[config.mk]
export PLATFORM = sky130hd
export DESIGN_NAME = wfg_controller
export DESIGN_NICKNAME = d
export VERILOG_FILES = /design/src/rtl/wfg_pkg.sv /design/src/rtl/wfg_controller.sv
export SDC_FILE = /design/constraint.sdc
export NUM_CORES = 1
export LEC_CHECK = 0
export BUFFER_PORTS_ARGS = -buffer_cell sky130_fd_sc_hd__buf_4
export CORE_MARGIN = 2
export CORE_UTILIZATION = 51
export DETAILED_ROUTE_END_ITERATION = 12
export PLACE_DENSITY = 0.81
export SLEW_MARGIN = 20
export SYNTH_ARGS = -nofsm -noshare
export SYNTH_HDL_FRONTEND = slang
export SYNTH_SLANG_ARGS = --single-unit
export TNS_END_PERCENT = 100
[constraint.sdc]
create_clock -name aclk -period 1.72 [get_ports aclk]
set_input_delay 0.344 -clock aclk [delete_from_list [all_inputs] [get_ports aclk]]
set_output_delay 0.344 -clock aclk [all_outputs]
set_load 0.03 [all_outputs]
[src/rtl/wfg_pkg.sv]
// shared types, constants and tables of the waveform function generator
package wfg_pkg;

    localparam int FracBits      = 16;
    localparam int SineIters     = 16;
    localparam int RegIndexWidth = 3;
    localparam int DataWidth     = 32;

    localparam logic signed [31:0] OneQ  = 32'sd65536;
    localparam logic signed [31:0] HalfQ = 32'sd32768;
    localparam logic signed [31:0] CordicGain = 32'sd652032874;

    // noise reduction: modulus, floor(2^40/10001) and ceil(2^45/10000)
    localparam logic [31:0] NoiseModulus    = 32'd10001;
    localparam logic [26:0] NoiseRecip      = 27'd109940168;
    localparam logic [31:0] NoiseScaleRecip = 32'd3518437209;

    // register indexes
    localparam logic [2:0] RegMode      = 3'd0;
    localparam logic [2:0] RegFrequency = 3'd1;
    localparam logic [2:0] RegPeriod    = 3'd2;
    localparam logic [2:0] RegAmplitude = 3'd3;
    localparam logic [2:0] RegPhase     = 3'd4;
    localparam logic [2:0] RegOffset    = 3'd5;
    localparam logic [2:0] RegSlope     = 3'd6;
    localparam logic [2:0] RegClamp     = 3'd7;

    // waveform kinds
    localparam logic [3:0] KindConst0 = 4'd0;
    localparam logic [3:0] KindSine   = 4'd1;
    localparam logic [3:0] KindSquare = 4'd2;
    localparam logic [3:0] KindRise   = 4'd3;
    localparam logic [3:0] KindFall   = 4'd4;
    localparam logic [3:0] KindTri    = 4'd5;
    localparam logic [3:0] KindNoise  = 4'd6;
    localparam logic [3:0] KindConst7 = 4'd7;
    localparam logic [3:0] KindRamp   = 4'd8;

    // datapath operations, one per controller step
    typedef enum logic [3:0] {
        OP_LOAD, OP_ACC, OP_PERIODS, OP_WHOLE, OP_PHASE, OP_VALUE,
        OP_CORDIC, OP_SINE_END, OP_RAMP, OP_SCALE, OP_FINISH
    } op_t;

    typedef struct packed {
        logic start;
        op_t  op;
    } cmd_t;

    typedef struct packed {
        logic       done;
        logic       fail;
        logic [3:0] kind;
    } stat_t;

    // arctangent table in 2^32 per turn
    function automatic logic [31:0] atan_turn(input logic [4:0] i);
        case (i)
            5'd0:  atan_turn = 32'd536870912;
            5'd1:  atan_turn = 32'd316933406;
            5'd2:  atan_turn = 32'd167458907;
            5'd3:  atan_turn = 32'd85004756;
            5'd4:  atan_turn = 32'd42667331;
            5'd5:  atan_turn = 32'd21354465;
            5'd6:  atan_turn = 32'd10679838;
            5'd7:  atan_turn = 32'd5340245;
            5'd8:  atan_turn = 32'd2670163;
            5'd9:  atan_turn = 32'd1335087;
            5'd10: atan_turn = 32'd667544;
            5'd11: atan_turn = 32'd333772;
            5'd12: atan_turn = 32'd166886;
            5'd13: atan_turn = 32'd83443;
            5'd14: atan_turn = 32'd41722;
            5'd15: atan_turn = 32'd20861;
            5'd16: atan_turn = 32'd10430;
            5'd17: atan_turn = 32'd5215;
            5'd18: atan_turn = 32'd2608;
            5'd19: atan_turn = 32'd1304;
            5'd20: atan_turn = 32'd652;
            5'd21: atan_turn = 32'd326;
            5'd22: atan_turn = 32'd163;
            5'd23: atan_turn = 32'd81;
            5'd24: atan_turn = 32'd41;
            default: atan_turn = 32'd0;
        endcase
    endfunction

endpackage

[src/rtl/wfg_controller.sv]
// controller state machine: steps the datapath and handles the handshakes
module wfg_controller (
    input  logic           aclk,
    input  logic           aresetn,
    input  logic           s_tvalid,
    output logic           s_tready,
    output logic           m_tvalid,
    input  logic           m_tready,
    output wfg_pkg::cmd_t  cmd,
    input  wfg_pkg::stat_t stat
);

    typedef enum logic [3:0] {
        ST_IDLE, ST_ACC, ST_PERIODS, ST_WHOLE, ST_PHASE, ST_VALUE,
        ST_CORDIC, ST_SINE_END, ST_SCALE, ST_FINISH, ST_WAIT, ST_OUT
    } state_t;

    state_t     state_reg;
    logic [4:0] cnt_reg;
    logic       valid_reg;

    // state, iteration count and output valid
    always_ff @(posedge aclk) begin
        if (!aresetn) begin
            state_reg <= ST_IDLE;
            cnt_reg   <= '0;
            valid_reg <= 1'b0;
        end else begin
            if (state_reg == ST_FINISH) valid_reg <= 1'b1;
            else if (valid_reg && m_tready) valid_reg <= 1'b0;
            unique case (state_reg)
                ST_IDLE:     if (s_tvalid) state_reg <= ST_ACC;
                ST_ACC:      state_reg <= ST_PERIODS;
                ST_PERIODS:  state_reg <= ST_WHOLE;
                ST_WHOLE:    state_reg <= ST_PHASE;
                ST_PHASE:    state_reg <= ST_VALUE;
                ST_VALUE: begin
                    cnt_reg <= '0;
                    state_reg <= (stat.kind == wfg_pkg::KindSine) ? ST_CORDIC : ST_SCALE;
                end
                ST_CORDIC: begin
                    cnt_reg <= cnt_reg + 5'd1;
                    if (cnt_reg == 5'(wfg_pkg::SineIters - 1)) state_reg <= ST_SINE_END;
                end
                ST_SINE_END: state_reg <= ST_SCALE;
                ST_SCALE:    state_reg <= ST_WAIT;
                // hold the finishing step while the last result is still waiting
                ST_WAIT:     if (!valid_reg || m_tready) state_reg <= ST_FINISH;
                ST_FINISH:   state_reg <= ST_IDLE;
                default:     state_reg <= ST_IDLE;
            endcase
        end
    end

    // command decode
    always_comb begin
        cmd.start = 1'b1;
        cmd.op    = wfg_pkg::OP_LOAD;
        unique case (state_reg)
            ST_IDLE:     cmd.start = s_tvalid;
            ST_ACC:      cmd.op = wfg_pkg::OP_ACC;
            ST_PERIODS:  cmd.op = wfg_pkg::OP_PERIODS;
            ST_WHOLE:    cmd.op = wfg_pkg::OP_WHOLE;
            ST_PHASE:    cmd.op = wfg_pkg::OP_PHASE;
            ST_VALUE:    cmd.op = wfg_pkg::OP_VALUE;
            ST_CORDIC:   cmd.op = wfg_pkg::OP_CORDIC;
            ST_SINE_END: cmd.op = wfg_pkg::OP_SINE_END;
            ST_SCALE:    cmd.op = (stat.kind == wfg_pkg::KindRamp) ?
                                  wfg_pkg::OP_RAMP : wfg_pkg::OP_SCALE;
            ST_FINISH:   cmd.op = wfg_pkg::OP_FINISH;
            default:     cmd.start = 1'b0;
        endcase
    end

    assign s_tready = (state_reg == ST_IDLE);
    assign m_tvalid = valid_reg;

    // result is produced only after the finishing step
    a_done: assert property (@(posedge aclk) disable iff (!aresetn)
        stat.done |-> $past(state_reg == ST_FINISH)) else $error("unexpected done");
    // cordic loop runs inside its count
    a_cnt: assert property (@(posedge aclk) disable iff (!aresetn)
        state_reg == ST_CORDIC |-> cnt_reg < 5'(wfg_pkg::SineIters)) else $error("count");
    // no request accepted while busy
    a_busy: assert property (@(posedge aclk) disable iff (!aresetn)
        state_reg != ST_IDLE |-> !s_tready) else $error("ready while busy");

endmodule

# Word level (Yosys, flattened, before mapping)
# Index checks and enable logic that the tools add are counted.
# W data, S select, Z words.
totals:
  register_bits: 10
  latchBits: 0
  ram_bits: 0
  romBits: 0
  input_bits: 10
  output_inout_bits: 7
  mem_count: 0
classes:
  add_sub_neg: 1
  multipliers: 0
  div_mod_pow: 0
  magnitude_cmp: 0
  n_eq_ne: 16
  shifts: 0
  n_mux: 11
  bitwise: 0
  reduce_logical: 8
op_table:
  columns: ["cell", "count"]
  rows:
  - ["$pmux W4 S10", 1]
  - ["$pmux W4 S9", 1]
  - ["$eq A4 B3 Y1 const B", 4]
  - ["$eq A4 B4 Y1 const B", 4]
  - ["$mux W4", 4]
  - ["$pmux W5 S2", 1]
  - ["$reduce_or A9 Y1", 1]
  - ["$eq A4 B1 Y1 const B", 2]
  - ["$eq A4 B2 Y1 const B", 2]
  - ["$ne A2 B2 Y1 const B", 3]
  - ["$add A5 B1 Y5 const B", 1]
  - ["$eq A5 B4 Y1 const B", 1]
  - ["$logic_not A4 Y1", 1]
  - ["$reduce_bool A2 Y1", 2]
  - ["$mux W1", 3]
  - ["$reduce_and A3 Y1", 1]
  - ["$pmux W1 S2", 1]
  - ["$logic_and A1 B1 Y1", 1]
  - ["$logic_not A1 Y1", 1]
  - ["$logic_or A1 B1 Y1", 1]

# Longest topological paths before layout
# Gate-level depths: netlist of run 1.
depth:
  depth_word: 4
  depth_mapped: 7
  mapped_depth_nobuf: 7

# Least setup slack after synthesis of run 1
# Ideal clock, no wire load.
synth_timing:
  kind: "reg-to-output"
  startpoint: "register state_reg[1]"
  endpoint: "output port cmd[4] (netlist bit)"
  t_arrival_ns: 1.544
  slack_ns: -0.168
  path_stages_with_launch: 6
  path_buffers: 1
  cell_sequence: "dfxtp_1 -> buf_6 -> nor2_1 -> nand2_1 -> nor2_1 -> a2bb2oi_1"
synth_rtl:
  columns: ["item", "line", "source"]
  rows:
  - ["from (decl)", "wfg_controller.sv:18", "state_t state_reg;"]
  - ["from (signal assigned)", "wfg_controller.sv:39", "state_reg <= (stat.kind == wfg_pkg::KindSine) ? ST_CORDIC : ST_SCALE;"]
  - ["to (decl)", "wfg_controller.sv:9", "output wfg_pkg::cmd_t cmd,"]

# Final worst setup path of run 1
layout_timing:
  startpoint: "register cnt_reg[0]"
  endpoint: "register state_reg[1]"
layout_between:
  elab_chain_cells: 3
layout_lines:
  columns: ["item", "line", "source"]
  rows:
  - ["from (decl)", "wfg_controller.sv:19", "logic [4:0] cnt_reg;"]
  - ["from (signal assigned)", "wfg_controller.sv:42", "cnt_reg <= cnt_reg + 5'd1;"]
  - ["$eq A5 B4 Y1", "wfg_controller.sv:43", "if (cnt_reg == 5'(wfg_pkg::SineIters - 1)) state_reg <= ST_SINE_END;"]
  - ["$ne A2 B2 Y1 (no source line)", null, null]
  - ["$reduce_and A3 Y1 (no source line)", null, null]
# No other way between the ends.
# A chain may end at the register's enable or synchronous reset.

==> results_dict.tcl, run 1 <==
set metrics [dict create \
    outcome "finished clean" \
    fin_crit_sh_pct 94.7 \
    highest_layer "met4" \
    wl_met2_um 895 \
    synth_seq_cells 10 \
    clk_latency_ps 260 \
    synth_top_family_by_area "compound AO/OA/AOI/OAI gates" \
    hold_viol 0 \
    max_stage_delay_ps 360 \
    netlist_area_um2 704 \
    critPathCaptureType "register" \
    tightest_slew_ps 345 \
    yosysTopAreaCellShare_pct 28.4 \
    cts_buffers 3 \
    synth_nets 102 \
    overflow 0 \
    drc_errors 0 \
    grt_max_degree 15 \
    synth-edff-count 0 \
    layout_setup_ws_ps 91.7 \
    place_congestion 0.806 \
    ys_types 35 \
    vdd_drop_max_mv 0.578 \
    clkTransAtPathRegs_ps 70 \
    cts-root-buf "clkbuf_4" \
    grt_pass1_vias 604 \
    via_per_inst 5.98 \
    drt_wl_total_mm 1.83 \
    path_delay_family "compound AO/OA/AOI/OAI gates" \
    setup_viol 0 \
    dp_hpwl_mm 1.21 \
    cap_violations 0 \
    syn_to_final_growth_pct 31.1 \
    io_pins 17 \
    dp_slack_ps 49.1 \
    grt_use_total_pct 23.7 \
    synth-simple-area-share_pct 27.0 \
    path_buf_inv 1 \
    synth_ff_type "dfxtp_1" \
    postRouteAntennaNets 0 \
    finalClockSkew_ps 6.40 \
    period_needed_ps 1630 \
    clock_sinks 10 \
    powerDensity_nw_per_um2 696 \
    core.rowCount 13 \
    cp.arrival_ps 1790 \
    grt_pass1_wl_mm 2.62 \
    initial_core_util_pct 54.1 \
    synth_fa_ha_area_share_pct 3.55 \
    cts_tree "done" \
    ys_async_sr_fraction_pct 0 \
    final_util_pct 71.0 \
    core_um2 1300 \
    max_clock_freq_mhz 614 \
    synthXorXnorAreaFrac_pct 1.24 \
    dr.pass1.iters 4 \
    design_area_um2 923 \
    finalMaxSlewViolations 0 \
    ys_seq_area_share_pct 28.4 \
    cp_max_fo 3 \
    finalNetCount 124 \
    path_cells "ha_4 -> and3_4 -> ha_2 -> inv_1 -> a31oi_1 -> o311a_1 -> a32o_1" \
    dieArea_um2 1690 \
    critPathKind "reg -> reg" \
    required_ps 1880 \
    dr_total_vias 754 \
    grt_antenna_before_repair 0 \
    synth_most_common_cell "dfxtp_1" \
    die_w_um 41.2 \
    final_layout_size_suffix_gt1_share_pct 35.1 \
    synth_compound_area_share_pct 28.8 \
    power.total_w 0.000643 \
    postCtsHoldBufs 0 \
    wirelength_met1_um 835 \
    yosys-top-cells-area "dfxtp_1, buf_6, and2_1" \
    wl_per_cell_um 14.5 \
    met3_length_um 91 \
    dr.first_iter.drc_count 39 \
    largest_register_ffs 5 \
    hp-class "in -> reg" \
    h-tree-depth 1 \
    leakage_nw 0.386 \
    start_kind "register" \
    die_h_um 41.2 \
    max_slew_margin_pct 77.0 \
    slowest_stage "o311a_1" \
    avgSynthCellArea_um2 7.83 \
    muxShareOfSynthArea_pct 0 \
    synthTopCellsByCount "dfxtp_1, inv_1, o21ai_0" \
    post_dp_cell_area_um2 828 \
    clockBufferDepth 2 \
    syn_inst 90 \
    yosys.area.top_type "dfxtp_1" \
    yosysWarnings 0 \
    numPortBuffers 14 \
    num_antenna_cells 0 \
]
==> final cells by class <==
type,count,area [um^2]
inverter,8,30.0
fill,106,378
tap,15,18.8
timing repair buffer,23,173
sequential,10,208
multi-input combinational,66,458
clock buffer,4,36.3
==> layout by cell type, fill, tap and decap left out, drive strengths merged, types with 2 or more instances in the layout <==
master / netlist / layout
clkbuf: 1 / 4
o2bb2ai: 2 / 2
o21ai: 8 / 8
and2: 5 / 5
nor3: 2 / 2
nand3: 4 / 4
nor2: 4 / 4
ha: 2 / 2
buf: 5 / 23
inv: 8 / 8
a31oi: 4 / 4
a2bb2oi: 2 / 2
dfxtp: 10 / 10
a32o: 2 / 2
nor2b: 5 / 5
nand2: 5 / 5
a21oi: 4 / 4
and3: 3 / 3
==> routing by layer <==
layer  track usage [%]  up-vias
li1                  -      372
met1              31.1      357
met2              36.3       23
met3              9.78        2
met4              4.84        0
met5                 0        -
==> cells by family (layout without fill, tap and decap cells) <==
family                   count (synthesis)  in the layout
flip-flops                              10             10
AND/OR/NAND/NOR                         33             33
adder cells (fa/ha/maj)                  2              2
XOR/XNOR                                 1              1
buffers and inverters                   14             35
AO/OA/AOI/OAI                           30             30
==> worst register-to-register path, delay by kind of cell (launching register included) <==
family / cells / cell delay, ps
adders and majority gates: 2 / 320
buffers and inverters: 1 / 50
AOI/OAI and AO/OA: 3 / 650
and+or+nand+nor: 1 / 170
DFF: 1 / 340
==> path summary, 6_finish.rpt <==
path	startpoint	endpoint	slack, ps	cells after the start
hold / removal	aresetn	state_reg[3]$_SDFFE_PN0P_	390	2
setup / recovery	cnt_reg[0]$_SDFFE_PN0P_	state_reg[1]$_SDFFE_PN0P_	90	7
setup reg to reg	cnt_reg[0]$_SDFFE_PN0P_	state_reg[1]$_SDFFE_PN0P_	90	7
hold reg to reg	cnt_reg[3]$_SDFFE_PN0P_	cnt_reg[3]$_SDFFE_PN0P_	550	2
==> per-stage QoR <==
stage               hold slack [ps]  cells  TNS [ps]
global route                    391    126     -7.28
detailed placement              537    119         0
CTS                             378    123         0
floorplan                       495     90         0
global placement                520    119         0
finish                          388    126         0
==> power breakdown <==
part           leakage [nW]  internal [W]  total, W  switching, W
registers            0.0832      0.000238  0.000250     0.0000118
clock network        0.0210      0.000128  0.000209     0.0000803
logic                 0.282     0.0000783  0.000184      0.000106
total                 0.386      0.000445  0.000643      0.000198
==> repair_timing <==
action                     4_1_cts  5_1_grt
setup endpoints to repair        3        6
resized for setup                1       10
pin swaps                        0        2
buffers inserted                 0        3
No activity file was read; power rests on OpenSTA's default activity.
==> run 2, diff against run 1 <==
--- a/config.mk
+++ b/config.mk
@@ -9,7 +9,9 @@
 export CORE_MARGIN = 2
 export CORE_UTILIZATION = 51
 export DETAILED_ROUTE_END_ITERATION = 12
+export HOLD_SLACK_MARGIN = 0.05
 export PLACE_DENSITY = 0.81
+export RECOVER_POWER = 100
 export SLEW_MARGIN = 20
 export SYNTH_ARGS = -nofsm -noshare
 export SYNTH_HDL_FRONTEND = slang
==> results_dict.tcl, run 2 (same netlist as run 1, synthesis figures left out) <==
set metrics [dict create \
    postRouteAntennaNets 0 \
    vdd_drop_max_mv 0.578 \
    num_antenna_cells 0 \
    grt_max_degree 15 \
    initial_core_util_pct 54.1 \
    postCtsHoldBufs 0 \
    clk_latency_ps 260 \
    io_pins 17 \
    grt_use_total_pct 23.7 \
    finalClockSkew_ps 6.25 \
    layout_common_cells "buf_4, inv_1, o21ai_0, dfxtp_1" \
    power.total_w 0.000643 \
    finalMaxSlewViolations 0 \
    layout_setup_ws_ps 91.5 \
    die_h_um 41.2 \
    grt_pass1_wl_mm 2.62 \
    period_needed_ps 1630 \
    via_per_inst 5.98 \
    design_area_um2 920 \
    core_um2 1300 \
    cts_buffers 3 \
    grt_antenna_before_repair 0 \
    final_layout_size_suffix_gt1_share_pct 34.2 \
    powerDensity_nw_per_um2 699 \
    core.rowCount 13 \
    hp-class "in -> reg" \
    largest_register_ffs 5 \
    cts-root-buf "clkbuf_4" \
    grt_pass1_vias 604 \
    critPathCaptureType "register" \
    drt_wl_total_mm 1.83 \
    place_congestion 0.806 \
    die_w_um 41.2 \
    clkTransAtPathRegs_ps 70 \
    dr_total_vias 753 \
    dr.first_iter.drc_count 39 \
    outcome "finished clean" \
    clockBufferDepth 2 \
    dp_hpwl_mm 1.21 \
    clock_sinks 10 \
    hold_viol 0 \
    overflow 0 \
    required_ps 1880 \
    cp.arrival_ps 1790 \
    cts_tree "done" \
    h-tree-depth 1 \
    dr.pass1.iters 4 \
    leakage_nw 0.381 \
    whs_ps 388 \
    cap_violations 0 \
    mostFrequentLayoutCell "buf_4" \
    syn_to_final_growth_pct 30.6 \
    wl_per_cell_um 14.5 \
    max_slew_margin_pct 76.1 \
    tightest_slew_ps 360 \
    cp_max_fo 3 \
    finalNetCount 124 \
    drc_errors 0 \
    critPathKind "reg -> reg" \
    numPortBuffers 14 \
    dieArea_um2 1690 \
    post_dp_cell_area_um2 828 \
    dp_slack_ps 49.1 \
    max_clock_freq_mhz 614 \
    start_kind "register" \
    fin_crit_sh_pct 94.7 \
    setup_viol 0 \
]
[run 2: changes by cell type in the layout (fill, tap and decap cells not counted)]
cell	before	now
clkbuf_1	0	1
and2_1	5	4
buf_4	23	22
and2_0	0	1
[run 2: timing repair]
item / in CTS / in global routing
resized for setup: 1 / 10
pin swaps: 0 / 2
buffers inserted: 0 / 3
setup endpoints to repair: 3 / 6
[run 2: power breakdown]
part / internal (W) / total [W] / switching [W]
clock network: 0.000128 / 0.000209 / 0.0000805
logic: 0.0000783 / 0.000184 / 0.000106
registers: 0.000238 / 0.000250 / 0.0000117
[run 2: layer usage]
layer	vias up	global-route usage [%]	part of all wire, %
met1	356	31.1	46
met5	-	0	0
li1	372	-	-
met3	2	9.78	5.1
met2	23	36.3	49
met4	0	4.84	0.33
[run 2: path summary, 6_finish.rpt]
check,startpoint,depth (start not counted),to,slack (ps)
worst min-delay path,aresetn,2,state_reg[3]$_SDFFE_PN0P_,390
worst min register to register,cnt_reg[3]$_SDFFE_PN0P_,2,cnt_reg[3]$_SDFFE_PN0P_,550
worst max-delay path,cnt_reg[0]$_SDFFE_PN0P_,7,state_reg[1]$_SDFFE_PN0P_,90
worst max register to register,cnt_reg[0]$_SDFFE_PN0P_,7,state_reg[1]$_SDFFE_PN0P_,90
[run 2: per-stage QoR]
stage	TNS [ps]	std cells	util (%)
final	0	126	70.7
after global routing	-7.28	126	70.7
after CTS	0	123	66.5
after detailed placement	0	119	63.7
after global placement	0	119	63.7
after floorplan	0	90	-
[run 2: worst max-delay path, stage by stage, from the launching register on]
cell and delay [ps]:
dfxtp_2 340, ha_4 160, and3_4 170, ha_2 160, inv_1 50, a31oi_1 70, o311a_1 360, a32o_1 220
[run 2: cell type report]
| type | instances | area, um^2 |
|---|---|---|
| clock buffer | 4 | 36.3 |
| fill | 108 | 382 |
| inverter | 8 | 30.0 |
| multi-input combinational | 66 | 458 |
| sequential | 10 | 208 |
| tap | 15 | 18.8 |
| timing repair buffer | 23 | 169 |
==> run 3, diff against run 2 <==
--- a/config.mk
+++ b/config.mk
@@ -6,11 +6,13 @@
 export NUM_CORES = 1
 export LEC_CHECK = 0
 export BUFFER_PORTS_ARGS = -buffer_cell sky130_fd_sc_hd__buf_4
+export CELL_PAD_IN_SITES_DETAIL_PLACEMENT = 1
+export CELL_PAD_IN_SITES_GLOBAL_PLACEMENT = 1
 export CORE_MARGIN = 2
-export CORE_UTILIZATION = 51
+export CORE_UTILIZATION = 36
 export DETAILED_ROUTE_END_ITERATION = 12
 export HOLD_SLACK_MARGIN = 0.05
-export PLACE_DENSITY = 0.81
+export PLACE_DENSITY = 0.79
 export RECOVER_POWER = 100
 export SLEW_MARGIN = 20
 export SYNTH_ARGS = -nofsm -noshare
==> results_dict.tcl, run 3 (same netlist as run 1, synthesis figures left out) <==
set metrics [dict create \
    outcome "finished clean" \
    layout_common_cells "buf_4, inv_1, o21ai_0" \
    dp_hpwl_mm 1.53 \
    finalMaxSlewViolations 0 \
    dr.first_iter.drc_count 15 \
    path_cells "ha_4 -> and3_1 -> ha_2 -> inv_2 -> a31oi_2 -> o311a_1 -> a32o_1" \
    leakage_nw 0.398 \
    die_h_um 48.2 \
    finalNetCount 126 \
    mostFrequentLayoutCell "buf_4" \
    start_kind "register" \
    dp_slack_ps 51.2 \
    core.rowCount 15 \
    initial_core_util_pct 39.5 \
    final_util_pct 53.3 \
    cp_max_fo 3 \
    grt_antenna_before_repair 0 \
    dr_total_vias 769 \
    vdd_drop_max_mv 0.343 \
    postRouteAntennaNets 0 \
    grt_use_total_pct 20.9 \
    cp.arrival_ps 1810 \
    fin_crit_sh_pct 96.0 \
    die_w_um 48.2 \
    required_ps 1880 \
    drt_wl_total_mm 2.08 \
    core_um2 1780 \
    h-tree-depth 1 \
    setup_viol 0 \
    clk_latency_ps 270 \
    whs_ps 379 \
    clockBufferDepth 2 \
    powerDensity_nw_per_um2 697 \
    numPortBuffers 14 \
    clkTransAtPathRegs_ps 70 \
    grt_pass1_wl_mm 3.38 \
    hold_viol 0 \
    wl_per_cell_um 15.0 \
    critPathCaptureType "register" \
    critPathKind "reg -> reg" \
    postCtsHoldBufs 0 \
    dieArea_um2 2330 \
    via_per_inst 5.57 \
    dr.pass1.iters 4 \
    cts-root-buf "clkbuf_4" \
    cap_violations 0 \
    period_needed_ps 1650 \
    multi_input_area_um2 458 \
    cts_buffers 3 \
    cts_tree "done" \
    hp-class "in -> reg" \
    grt_pass1_vias 775 \
    power.total_w 0.000662 \
    nFillCells 222 \
    regArea_um2 210 \
    io_pins 17 \
    layout_setup_ws_ps 68.0 \
    syn_to_final_growth_pct 34.8 \
    fin_setup_tns_ps 0 \
    max_stage_delay_ps 350 \
    tightest_slew_ps 371 \
    place_congestion 0.932 \
    overflow 0 \
    drc_errors 0 \
    max_clock_freq_mhz 605 \
    largest_register_ffs 5 \
    slowest_stage "o311a_1" \
    finalClockSkew_ps 1.90 \
    clock_sinks 10 \
    grt_max_degree 12 \
    max_slew_margin_pct 75.0 \
    num_antenna_cells 0 \
    final_layout_size_suffix_gt1_share_pct 36.3 \
]
[run 3: timing repair]
item / CTS / global route
pin swaps: 0 / 3
resized for setup: 3 / 11
setup buffers: 0 / 1
endpoints found under the setup margin: 4 / 6
[run 3: layout make-up]
| cell class | instances | area share (%) |
|---|---|---|
| multi-input combinational | 66 | 48.2 |
| sequential | 10 | 22.1 |
| timing repair buffer | 25 | 19.4 |
| clock buffer | 4 | 3.82 |
| tap | 25 | 3.29 |
| inverter | 8 | 3.16 |
[run 3: per-stage QoR]
| stage | instance area [um^2] | std cells |
|---|---|---|
| after floorplan | 707 | 90 |
| after global placement | 871 | 133 |
| after detailed placement | 871 | 133 |
| after CTS | 911 | 137 |
| after global routing | 950 | 138 |
| final | 950 | 138 |
[run 3: report_power, final]
part           internal, W  switching (W)
sequential        0.000240      0.0000196
combinational    0.0000828       0.000105
clock             0.000129      0.0000853
[run 3: critical path: cells and delay by family, from the launching register on]
family	cells	cell delay, ps
compound gates	3	640
fa+ha+maj	2	340
buf+inv	1	50
flops	1	340
simple gates	1	180
[run 3: worst paths after layout]
check	startpoint	endpoint	slack, ps	cells past startpoint
max	cnt_reg[0]$_SDFFE_PN0P_	state_reg[1]$_SDFFE_PN0P_	70	7
min	aresetn	cnt_reg[4]$_SDFFE_PN0P_	380	2
max reg2reg	cnt_reg[0]$_SDFFE_PN0P_	state_reg[1]$_SDFFE_PN0P_	70	7
min reg2reg	cnt_reg[2]$_SDFFE_PN0P_	cnt_reg[2]$_SDFFE_PN0P_	550	2
[run 3: metal layers]
metal	vias to the layer above	global-route usage, %	part of all wire, %
met5	-	0	0
met4	0	3.78	0.29
met3	2	5.93	4.8
met2	16	36.1	50
met1	378	25.9	45
li1	373	-	-
